==> config.mk <==
export PLATFORM = sky130hd
export DESIGN_NAME = byte_string_presence_search_top
export DESIGN_NICKNAME = d
export VERILOG_FILES = /design/src/rtl/core/bsps_pkg.sv /design/src/rtl/core/bsps_state.sv /design/src/rtl/core/bsps_match.sv /design/src/rtl/core/byte_string_presence_search_top.sv
export SDC_FILE = /design/constraint.sdc
export NUM_CORES = 1
export LEC_CHECK = 0
export ABC_AREA = 1
export BUFFER_PORTS_ARGS = -buffer_cell sky130_fd_sc_hd__buf_4
export CAP_MARGIN = 20
export CELL_PAD_IN_SITES_DETAIL_PLACEMENT = 0
export CELL_PAD_IN_SITES_GLOBAL_PLACEMENT = 1
export CORE_ASPECT_RATIO = 0.75
export CORE_UTILIZATION = 53
export DETAILED_ROUTE_END_ITERATION = 6
export PLACE_DENSITY_LB_ADDON = 0.1
export SLEW_MARGIN = 10
export SYNTH_ARGS = -nofsm -noshare
export SYNTH_HDL_FRONTEND = slang
export SYNTH_SLANG_ARGS = --single-unit
==> constraint.sdc <==
create_clock -name clk -period 17.6 [get_ports clk]
set_input_delay 2.64 -clock clk [delete_from_list [all_inputs] [get_ports clk]]
set_output_delay 2.64 -clock clk [all_outputs]
set_load 0.01 [all_outputs]
==> src/rtl/core/bsps_pkg.sv <==
// ----------------------------------------------------------------------------
// Byte string presence search - shared definitions
// Opcodes and the flag bundle passed from the update stage to the compare
// stage.
// ----------------------------------------------------------------------------
package bsps_pkg;

	localparam logic OP_PATTERN = 1'b0;
	localparam logic OP_REGION  = 1'b1;

	typedef struct packed {
		logic region;   // region byte
		logic clr;      // pattern byte that starts a new pattern
		logic en;       // window holds enough bytes, compare counts
		logic last;     // final region byte, emit result
		logic err;      // overflow or pattern longer than region
		logic ok;       // pattern non-empty and no error
	} flags_t;

endpackage
// ----------------------------------------------------------------------------

==> src/rtl/core/bsps_state.sv <==
// ----------------------------------------------------------------------------
// Byte string presence search - request register and search state
// Registers each request, then updates pattern, window and counters and
// hands the per-byte flags to the compare stage.
// ----------------------------------------------------------------------------
module bsps_state #(
	parameter int MAX_PATTERN_BYTES = 32,
	localparam int CW = $clog2(MAX_PATTERN_BYTES + 1)
) (
	input  logic                                clk,
	input  logic                                arst_n,
	input  logic                                req_valid,
	output logic                                req_stall,
	input  logic                                opcode,
	input  logic [7:0]                          data_byte,
	input  logic                                last_byte,
	input  logic                                s2_ready,
	output logic                                s2_load,
	output bsps_pkg::flags_t                    flags,
	output logic [MAX_PATTERN_BYTES-1:0][7:0]   window,
	output logic [MAX_PATTERN_BYTES-1:0][7:0]   pattern,
	output logic [CW-1:0]                       count
);
	import bsps_pkg::*;

	localparam logic [CW-1:0] CNT_MAX = CW'(MAX_PATTERN_BYTES);

	logic                               valid_s1;
	logic                               op_s1;
	logic [7:0]                         byte_s1;
	logic                               last_s1;
	logic                               accept;
	logic                               s1_move;
	logic [CW-1:0]                      count_q;
	logic                               ovf_q;
	logic [CW-1:0]                      seen_q;
	logic                               inreg_q;
	logic [CW-1:0]                      seen_next;
	logic                               pat_shift;
	logic [MAX_PATTERN_BYTES-1:0][7:0]  window_q;
	logic [MAX_PATTERN_BYTES-1:0][7:0]  pattern_q;

	assign req_stall = valid_s1 && !s2_ready;
	assign accept    = req_valid && !req_stall;
	assign s1_move   = valid_s1 && s2_ready;
	assign s2_load   = s1_move;

	assign seen_next = (seen_q < CNT_MAX) ? seen_q + CW'(1) : seen_q;
	assign pat_shift = (op_s1 == OP_PATTERN) && (inreg_q || (count_q < CNT_MAX));

	always_comb begin
		flags        = '0;
		flags.region = (op_s1 == OP_REGION);
		flags.clr    = (op_s1 == OP_PATTERN) && inreg_q;
		if (op_s1 == OP_REGION) begin
			flags.en   = (count_q != '0) && !ovf_q && (seen_next >= count_q);
			flags.last = last_s1;
			flags.err  = ovf_q || ((count_q != '0) && (seen_next < count_q));
			flags.ok   = (count_q != '0) && !flags.err;
		end
	end

	always_ff @(posedge clk or negedge arst_n) begin
		if (!arst_n) begin
			valid_s1 <= 1'b0;
		end else if (accept) begin
			valid_s1 <= 1'b1;
		end else if (s1_move) begin
			valid_s1 <= 1'b0;
		end
	end

	always_ff @(posedge clk) begin
		if (accept) begin
			op_s1   <= opcode;
			byte_s1 <= data_byte;
			last_s1 <= last_byte;
		end
	end

	always_ff @(posedge clk or negedge arst_n) begin
		if (!arst_n) begin
			count_q <= '0;
			ovf_q   <= 1'b0;
			seen_q  <= '0;
			inreg_q <= 1'b0;
		end else if (s1_move) begin
			if (op_s1 == OP_PATTERN) begin
				if (inreg_q) begin
					count_q <= CW'(1);
					ovf_q   <= 1'b0;
					seen_q  <= '0;
					inreg_q <= 1'b0;
				end else if (count_q < CNT_MAX) begin
					count_q <= count_q + CW'(1);
				end else begin
					ovf_q <= 1'b1;
				end
			end else begin
				inreg_q <= 1'b1;
				seen_q  <= last_s1 ? '0 : seen_next;
			end
		end
	end

	// window and pattern are shift lines, newest byte at lane 0
	always_ff @(posedge clk) begin
		if (s1_move && (op_s1 == OP_REGION)) begin
			window_q <= {window_q[MAX_PATTERN_BYTES-2:0], byte_s1};
		end
		if (s1_move && pat_shift) begin
			pattern_q <= {pattern_q[MAX_PATTERN_BYTES-2:0], byte_s1};
		end
	end

	assign window  = window_q;
	assign pattern = pattern_q;
	assign count   = count_q;

`ifndef SYNTH
	a_count_range: assert property (@(posedge clk) disable iff (!arst_n)
		count_q <= CNT_MAX)
		else $error("pattern count beyond capacity");
	a_seen_range: assert property (@(posedge clk) disable iff (!arst_n)
		seen_q <= CNT_MAX)
		else $error("byte count beyond capacity");
	a_new_pattern: assert property (@(posedge clk) disable iff (!arst_n)
		(s1_move && (op_s1 == OP_PATTERN) && inreg_q) |=>
		(count_q == CW'(1)) && !ovf_q && (seen_q == '0))
		else $error("new pattern did not restart state");
`endif

endmodule
// ----------------------------------------------------------------------------

==> src/rtl/core/bsps_match.sv <==
// ----------------------------------------------------------------------------
// Byte string presence search - window compare and result register
// Compares every window lane with its pattern lane, keeps the sticky match
// flag and registers the result.
// ----------------------------------------------------------------------------
module bsps_match #(
	parameter int MAX_PATTERN_BYTES = 32,
	localparam int CW = $clog2(MAX_PATTERN_BYTES + 1)
) (
	input  logic                                clk,
	input  logic                                arst_n,
	input  logic                                s2_load,
	input  bsps_pkg::flags_t                    flags,
	input  logic [MAX_PATTERN_BYTES-1:0][7:0]   window,
	input  logic [MAX_PATTERN_BYTES-1:0][7:0]   pattern,
	input  logic [CW-1:0]                       count,
	output logic                                s2_ready,
	output logic                                res_valid,
	input  logic                                res_stall,
	output logic                                found,
	output logic                                pattern_error
);
	import bsps_pkg::*;

	logic                           valid_s2;
	flags_t                         flags_s2;
	logic [MAX_PATTERN_BYTES-1:0]   lane_ok;
	logic                           hit;
	logic                           match_q;
	logic                           match_now;
	logic                           out_ready;
	logic                           s2_move;
	logic                           res_valid_q;
	logic                           found_q;
	logic                           err_q;

	always_comb begin
		for (int j = 0; j < MAX_PATTERN_BYTES; j++) begin
			lane_ok[j] = (CW'(j) >= count) || (window[j] == pattern[j]);
		end
	end

	assign hit       = &lane_ok;
	assign match_now = match_q || (flags_s2.en && hit);
	assign out_ready = !res_valid_q || !res_stall;
	assign s2_move   = valid_s2 && (!flags_s2.last || out_ready);
	assign s2_ready  = !valid_s2 || s2_move;

	always_ff @(posedge clk or negedge arst_n) begin
		if (!arst_n) begin
			valid_s2 <= 1'b0;
		end else if (s2_load) begin
			valid_s2 <= 1'b1;
		end else if (s2_move) begin
			valid_s2 <= 1'b0;
		end
	end

	always_ff @(posedge clk) begin
		if (s2_load) begin
			flags_s2 <= flags;
		end
	end

	always_ff @(posedge clk or negedge arst_n) begin
		if (!arst_n) begin
			match_q     <= 1'b0;
			res_valid_q <= 1'b0;
		end else begin
			if (s2_move) begin
				if (flags_s2.clr || flags_s2.last) begin
					match_q <= 1'b0;
				end else if (flags_s2.region) begin
					match_q <= match_now;
				end
			end
			if (s2_move && flags_s2.last) begin
				res_valid_q <= 1'b1;
			end else if (res_valid_q && !res_stall) begin
				res_valid_q <= 1'b0;
			end
		end
	end

	always_ff @(posedge clk) begin
		if (s2_move && flags_s2.last) begin
			found_q <= match_now && flags_s2.ok;
			err_q   <= flags_s2.err;
		end
	end

	assign res_valid     = res_valid_q;
	assign found         = found_q;
	assign pattern_error = err_q;

`ifndef SYNTH
	a_result_load: assert property (@(posedge clk) disable iff (!arst_n)
		(s2_move && flags_s2.last) |=> res_valid_q)
		else $error("result not loaded on last byte");
	a_found_no_err: assert property (@(posedge clk) disable iff (!arst_n)
		res_valid_q |-> !(found_q && err_q))
		else $error("found reported together with error");
	a_match_clear: assert property (@(posedge clk) disable iff (!arst_n)
		(s2_move && flags_s2.last) |=> !match_q)
		else $error("match flag not cleared at region end");
`endif

endmodule
// ----------------------------------------------------------------------------

==> src/rtl/core/byte_string_presence_search_top.sv <==
// ----------------------------------------------------------------------------
// Byte string presence search - top level
// Streams pattern and region bytes and reports whether the pattern occurs
// anywhere in each region.
// ----------------------------------------------------------------------------
// One request per cycle is taken, pattern or region byte alike, while
// req_stall is low; a final region byte held back by res_stall stalls the
// requests. A request goes through an input register, a stage that updates
// the pattern and window shift lines, and a stage that compares all
// MAX_PATTERN_BYTES window lanes with the pattern in parallel; the result of
// a final region byte is then loaded into the result register. The parallel
// lane compare sets the rate of one byte per cycle when nothing stalls. An
// empty pattern reports not found without error; a pattern longer than
// MAX_PATTERN_BYTES or longer than the region reports not found with pattern_error set. Reset needs no clearing pass.
// ----------------------------------------------------------------------------
module byte_string_presence_search_top #(
	parameter int MAX_PATTERN_BYTES = 32
) (
	input  logic        clk,
	input  logic        arst_n,
	input  logic        req_valid,
	output logic        req_stall,
	input  logic        opcode,
	input  logic [7:0]  data_byte,
	input  logic        last_byte,
	output logic        res_valid,
	input  logic        res_stall,
	output logic        found,
	output logic        pattern_error
);
	import bsps_pkg::*;

	localparam int CW = $clog2(MAX_PATTERN_BYTES + 1);

	logic                               s2_ready;
	logic                               s2_load;
	flags_t                             flags;
	logic [MAX_PATTERN_BYTES-1:0][7:0]  window;
	logic [MAX_PATTERN_BYTES-1:0][7:0]  pattern;
	logic [CW-1:0]                      count;

	bsps_state #(
		.MAX_PATTERN_BYTES(MAX_PATTERN_BYTES)
	) u_state (
		.clk       (clk),
		.arst_n    (arst_n),
		.req_valid (req_valid),
		.req_stall (req_stall),
		.opcode    (opcode),
		.data_byte (data_byte),
		.last_byte (last_byte),
		.s2_ready  (s2_ready),
		.s2_load   (s2_load),
		.flags     (flags),
		.window    (window),
		.pattern   (pattern),
		.count     (count)
	);

	bsps_match #(
		.MAX_PATTERN_BYTES(MAX_PATTERN_BYTES)
	) u_match (
		.clk           (clk),
		.arst_n        (arst_n),
		.s2_load       (s2_load),
		.flags         (flags),
		.window        (window),
		.pattern       (pattern),
		.count         (count),
		.s2_ready      (s2_ready),
		.res_valid     (res_valid),
		.res_stall     (res_stall),
		.found         (found),
		.pattern_error (pattern_error)
	);

endmodule
// ----------------------------------------------------------------------------

==> out/summary.txt, run 1 <==
min setup slack post-route: 11.54 ns
reg-to-reg setup timing slack: 14.30 ns
full die area: 0.0406 mm2
first-pass GRT wire length: 55,500 um
shortest clock period the worst path allows after layout: 6.06 ns
Global Route Usage Sum: 0.176
syn_area_per_cell: 14.6 um2
number of enable flip-flop cells after synthesis: 530
initial core utilization: 0.544
crit path DAT: 3.42 ns
LEAKAGE: 0.00848 uW
period utilization: 0.344
Die W: 232 um
area growth from synthesis to final layout: 11.3%
routability congestion estimate from global placement: 0.769
number of antenna violations at the first check in global routing: 0
Synth cell types: 34
num rows: 62
insertion delay of the later-clocked pin in the worst-skew pair: 0.56 ns
Sinks on Clock Net: 548
layout net count: 1,545
average detailed-routed wire length per instance: 16.7 um
Max Clock Skew: 0.0151 ns
commonest non-fill, non-tap cells in the layout: 530 x sky130_fd_sc_hd__edfxtp_1, 338 x sky130_fd_sc_hd__nand2_1, 197 x sky130_fd_sc_hd__xnor2_1, 132 x sky130_fd_sc_hd__inv_1, 90 x sky130_fd_sc_hd__nor2_1
I/O pin count: 18
antenna diode instance count: 0
Total Routed Length: 34,500 um
CTS Buf Count: 51
Clk pin slew, worst setup/hold paths: 0.06 ns
setup-violating endpoint count in the final report: 0
placed wire-length estimate: 21,600 um
worst IR drop on VDD: 0.0000796 V
Final Hold Slack: 0.443 ns
final cell count without fillers: 2,067
Remaining DRCs: 0
leading cell type in the layout, fill and taps excluded: sky130_fd_sc_hd__edfxtp_1
worst-path fanout max: 3
Final Hold Violating Endpoints: 0
proportion of synthesized flip-flops having asynchronous set or reset: 0.0328
Worst Tran Pin Value: 1.07 ns
ANT nets after route: 0
Placement Setup Slack: 11.47 ns
root buffer cell: sky130_fd_sc_hd__clkbuf_16
number of pins exceeding their max-slew limit in the final report: 0
number of detailed-routing iterations run before antenna repair: 5
number of gates resized after cts: 0
CP Capture Type: primary output
Cell Pwr Density: 117 mW/mm2
startpoint kind of the worst setup timing path: primary input
path type of the worst setup path: in -> out
outcome: finished, final reports clean
sequential-to-total area share from yosys stat: 0.775
worst min path class: reg -> reg
CTS tree: built
Most used DFF post-synth: sky130_fd_sc_hd__edfxtp_1
maxcap violations: 0
buffer count from post-CTS setup fixing: 0
post-synthesis cell count: 1,444
number of violations reported at the end of detailed-routing iteration 0: 729
maximum achievable frequency: 0.165 GHz
count of hold-fix buffers inserted at cts: 0
Max transition margin: 0.286
net count after synthesis: 1,470
DR vias/cell: 4.93
floorplan die height: 175 um
largest net degree at the start of global routing: 185
layout cells sized above 1: 0.0733
number of vias in the routed layout: 10,190
buffers added on ports: 17
setup repair after global routing missed its margin: no
clk buf depth: 3
post-synthesis register bit count: 548
Clock H-tree levels: 2
number of placed instances, taps included: 1,977
Yosys Warn Count: 0
number of global-route vias before repair: 10,159
Placeable Area: 0.0388 mm2
data required time of the worst path: 14.96 ns
total gr overflow: 0
sum of negative setup slack: 0 ns
cell area after technology mapping: 0.0211 mm2
[worst max-delay path, stage by stage]
cell and delay (ns):
sky130_fd_sc_hd__buf_4 0.08, sky130_fd_sc_hd__nand3_1 0.08, sky130_fd_sc_hd__nor2_1 0.22, sky130_fd_sc_hd__inv_1 0.11, sky130_fd_sc_hd__nor2_1 0.14, sky130_fd_sc_hd__buf_4 0.14
[flip-flops by register name (all words and copies together), names as in the netlist]
register / cells
u_state.ovf_q: 1
u_match.found: 1
u_match.valid_s2: 1
u_state.window: 256
u_state.op_s1: 1
u_state.last_s1: 1
u_match.pattern_error: 1
u_state.valid_s1: 1
u_state.seen_q: 6
u_state.inreg_q: 1
u_match.match_q: 1
u_state.count: 6
u_state.byte_s1: 8
u_state.pattern: 256
u_match.flags_s2: 6
u_match.res_valid: 1
[synthesized netlist by cell type (all sizes together) (3+ instances only)]
cell	number	share of area
o21ai	19	0.0049
or2	10	0.0030
o22ai	3	0.00089
nand3	19	0.0047
nand4	15	0.0044
edfxtp	530	0.75
xnor2	197	0.082
xor2	10	0.0041
ha	12	0.0071
nor2	98	0.019
nand2	340	0.061
a21oi	18	0.0044
inv	139	0.025
dfrtp	18	0.021
[logic make-up (layout without fill, tap and decap cells)]
kind of cell	count (synthesis)	count (layout)	share of synthesized area
compound gates	48	48	0.0132
xor+xnor	207	207	0.0859
fa+ha+maj	12	12	0.00711
buf+inv	143	254	0.0257
flops	548	548	0.775
simple gates	486	486	0.0929
[worst paths after layout]
check                                                   from                             end  cells past startpoint
hold / removal                  u_state.byte_s1[6]$_DFFE_PP_     u_state.window[6]$_DFFE_PP_                      0
setup / recovery                                   res_stall                       req_stall                      6
hold reg to reg                 u_state.byte_s1[6]$_DFFE_PP_     u_state.window[6]$_DFFE_PP_                      0
max in group asynchronous                             arst_n   u_state.seen_q[2]$_DFFE_PN0P_                      1
min in group asynchronous                             arst_n    u_state.count[0]$_DFFE_PN0P_                      1
setup reg to reg           u_match.flags_s2[2]$_SDFFCE_PN0P_  u_state.pattern[168]$_DFFE_PP_                      7
[where the power goes]
group | internal, uW | leakage (uW) | switching, uW
clock network | 593 | 0.000747 | 446
registers | 1510 | 0.00521 | 44.7
logic | 58.1 | 0.00252 | 97.1
[cell type report]
| class | instances | area [um2] |
|---|---|---|
| fill | 2958 | 15300 |
| tap | 512 | 641 |
| inverter | 141 | 529 |
| timing repair buffer | 24 | 205 |
| sequential | 548 | 16400 |
| clock inverter | 17 | 146 |
| clock buffer | 72 | 1400 |
| multi-input combinational | 753 | 4220 |
[metrics by stage]
step | power (uW) | cell area [um2] | utilization
finish | 2750 | 23500 | 0.606
global route | 2850 | 23500 | 0.606
global placement | 1740 | 21900 | 0.566
CTS | 2780 | 23500 | 0.605
floorplan | 1700 | 21100 | -
detailed placement | 1740 | 21900 | 0.566
[metal layers]
layer	global-route usage	routed length, um
met3	0.0297	1100
met2	0.261	15300
met5	0	0
met1	0.269	17500
met4	0.0458	596
Note: power is estimated with default switching activity, not from simulation.
==> inputs of run 2 (changes only) <==
==> constraint.sdc (replaced) <==
create_clock -name clk -period 5.9 [get_ports clk]
set_input_delay 0.885 -clock clk [delete_from_list [all_inputs] [get_ports clk]]
set_output_delay 0.885 -clock clk [all_outputs]
set_load 0.01 [all_outputs]
==> out/summary.txt, run 2 (synthesis gave the netlist of run 1 again) <==
CP Capture Type: flop
Final Hold Slack: 0.178 ns (-0.265 ns)
maximum achievable frequency: 0.408 GHz
Worst R2R Path Depth: 12 (+5)
number of pins exceeding their max-slew limit in the final report: 0 (unchanged)
Sinks on Clock Net: 548 (unchanged)
worst stage delay on the critical path: 0.49 ns (+0.27 ns)
DR vias/cell: 4.91 (-0.36%)
Clock H-tree levels: 2 (unchanged)
number of antenna violations at the first check in global routing: 0 (unchanged)
worst-path fanout max: 10 (+7)
launching instance or port of the critical path: u_state.count[1]$_DFFE_PN0P_
number of gates resized after cts: 0 (unchanged)
cell class contributing the biggest share of worst-path delay: simple AND/OR/NAND/NOR gates
worst setup path end: u_match.found$_DFFE_PP_
number of vias in the routed layout: 10,168 (-0.22%)
min setup slack post-route: 3.45 ns (-8.10 ns)
LEAKAGE: 0.00851 uW (+0.36%)
CTS tree: built
crit path buf inv count: 2 (-1)
total stage count of the critical path: 12 (+6)
number of global-route vias before repair: 10,124 (-0.34%)
reg-to-reg setup timing slack: 3.45 ns (-10.85 ns)
setup-violating endpoint count in the final report: 0 (unchanged)
worst IR drop on VDD: 0.000229 V (+190%)
Worst R2R Start: u_state.count[1]$_DFFE_PN0P_
buffers added on ports: 17 (unchanged)
Worst Tran Pin Value: 0.966 ns (-0.104 ns)
proportion of power drawn by combinational gates: 0.056 (about the same)
Global Route Usage Sum: 0.173 (-0.00219)
Psw: 1800 uW (+210%)
routability congestion estimate from global placement: 0.784 (+1.9%)
area growth from synthesis to final layout: 11.8%
buffer count from post-CTS setup fixing: 0 (unchanged)
cell chain of the critical path: clkinv_1, ha_1, nor2_1, inv_1, o21ai_0, nand2_1, nand2_1, nor2_1, nand2_1, nor2_1, nand3_1, a21oi_1
PnR Total Power: 8250 uW (+200%)
Placement Setup Slack: 2.99 ns (-8.48 ns)
count of hold-fix buffers inserted at cts: 0 (unchanged)
maxcap violations: 0 (unchanged)
root buffer cell: sky130_fd_sc_hd__clkbuf_16
layout net count: 1,542 (-0.19%)
power share of the sequential group: 0.561 (-0.004)
shortest clock period the worst path allows after layout: 2.45 ns
end of the worst register-to-register path: u_match.found$_DFFE_PP_
layout cells sized above 1: 0.0822 (+0.00884)
average detailed-routed wire length per instance: 16.4 um (-1.6%)
switching portion of total power: 0.219 (+0.00475)
Remaining DRCs: 0 (unchanged)
first-pass GRT wire length: 54,800 um (-1.2%)
Max Clock Skew: 0.0224 ns (+0.00727 ns)
ANT nets after route: 0 (unchanged)
crit path DAT: 2.77 ns (-0.65 ns)
leading cell type in the layout, fill and taps excluded: sky130_fd_sc_hd__edfxtp_1
Max transition margin: 0.356 (+0.0695)
Cell Pwr Density: 350 mW/mm2 (+200%)
sum of negative setup slack: 0 ns (unchanged)
floorplan die height: 175 um (unchanged)
outcome: finished, final reports clean
clock network power share: 0.383 (+0.005)
number of violations reported at the end of detailed-routing iteration 0: 696 (-4.5%)
placed wire-length estimate: 20,700 um (-4.3%)
worst min path class: in -> async
startpoint kind of the worst setup timing path: flop
initial core utilization: 0.544 (unchanged)
insertion delay of the later-clocked pin in the worst-skew pair: 0.58 ns (+0.02 ns)
library cell contributing the largest single delay on the critical path: sky130_fd_sc_hd__dfrtp_1
I/O pin count: 18 (unchanged)
Final Hold Violating Endpoints: 0 (unchanged)
path type of the worst setup path: reg -> reg
Post-Route Utilization: 0.608 (+0.00229)
period utilization: 0.415
CTS Buf Count: 50 (-2.0%)
setup repair after global routing missed its margin: no
Internal: 6450 uW (+200%)
largest net degree at the start of global routing: 166 (-10%)
commonest non-fill, non-tap cells in the layout: 530 x sky130_fd_sc_hd__edfxtp_1, 337 x sky130_fd_sc_hd__nand2_1, 197 x sky130_fd_sc_hd__xnor2_1, 132 x sky130_fd_sc_hd__inv_1, 89 x sky130_fd_sc_hd__nor2_1
Placeable Area: 0.0388 mm2 (unchanged)
num rows: 62 (unchanged)
antenna diode instance count: 0 (unchanged)
number of detailed-routing iterations run before antenna repair: 5 (unchanged)
total gr overflow: 0 (unchanged)
Clk pin slew, worst setup/hold paths: 0.07 ns (about the same)
clk buf depth: 3 (unchanged)
full die area: 0.0406 mm2 (unchanged)
Die W: 232 um (unchanged)
Total Routed Length: 34,000 um (-1.5%)
data required time of the worst path: 6.22 ns (-8.74 ns)
[run 2: cell types whose count changed in the layout (fill, tap and decap cells not counted), sizes merged]
cell	change
clkbuf	-10
buf	-2
clkinv	+10
inv	+1
clkinvlp	+3
bufinv	+1
[run 2: how the worst min path moves through the flow]
stage,endpoint,slack (ns),cells after the start
finish,u_state.inreg_q$_DFFE_PN0P_,0.18,1
global route,u_state.inreg_q$_DFFE_PN0P_,0.18,1
CTS,u_state.inreg_q$_DFFE_PN0P_,0.15,1
detailed placement,u_match.pattern_error$_DFFE_PP_,0.43,0
global placement,u_state.window[6]$_DFFE_PP_,0.43,0
floorplan,u_match.pattern_error$_DFFE_PP_,0.40,0
[run 2: cell type report]
type | instances | area, um2
Multi-Input combinational cell | 753 | 4240
Timing Repair Buffer | 22 | 215
Inverter | 141 | 529
Clock buffer | 62 | 1320
Sequential cell | 548 | 16400
Fill cell | 2955 | 15200
Tap cell | 512 | 641
Clock inverter | 32 | 283
[run 2: routing by layer]
metal	up-vias	global-route usage	share of wire
li1	5056	-	-
met3	56	0.0312	0.036
met1	4925	0.263	0.50
met2	131	0.256	0.45
met5	-	0	0
met4	0	0.0521	0.023
[run 2: through the flow]
step	cell area [um2]	std cells
after floorplan	21100	1444
after global placement	22000	1975
after detailed placement	22000	1975
after CTS	23600	2069
after global routing	23600	2070
final	23600	2070
[run 2: power by group through the flow]
stage | Clock, uW | Sequential (uW) | Combinational [uW]
after floorplan | 0 | 4690 | 344
after global placement | 0 | 4710 | 468
after detailed placement | 0 | 4710 | 469
after CTS | 3240 | 4630 | 472
after global routing | 3380 | 4650 | 530
final | 3160 | 4630 | 464
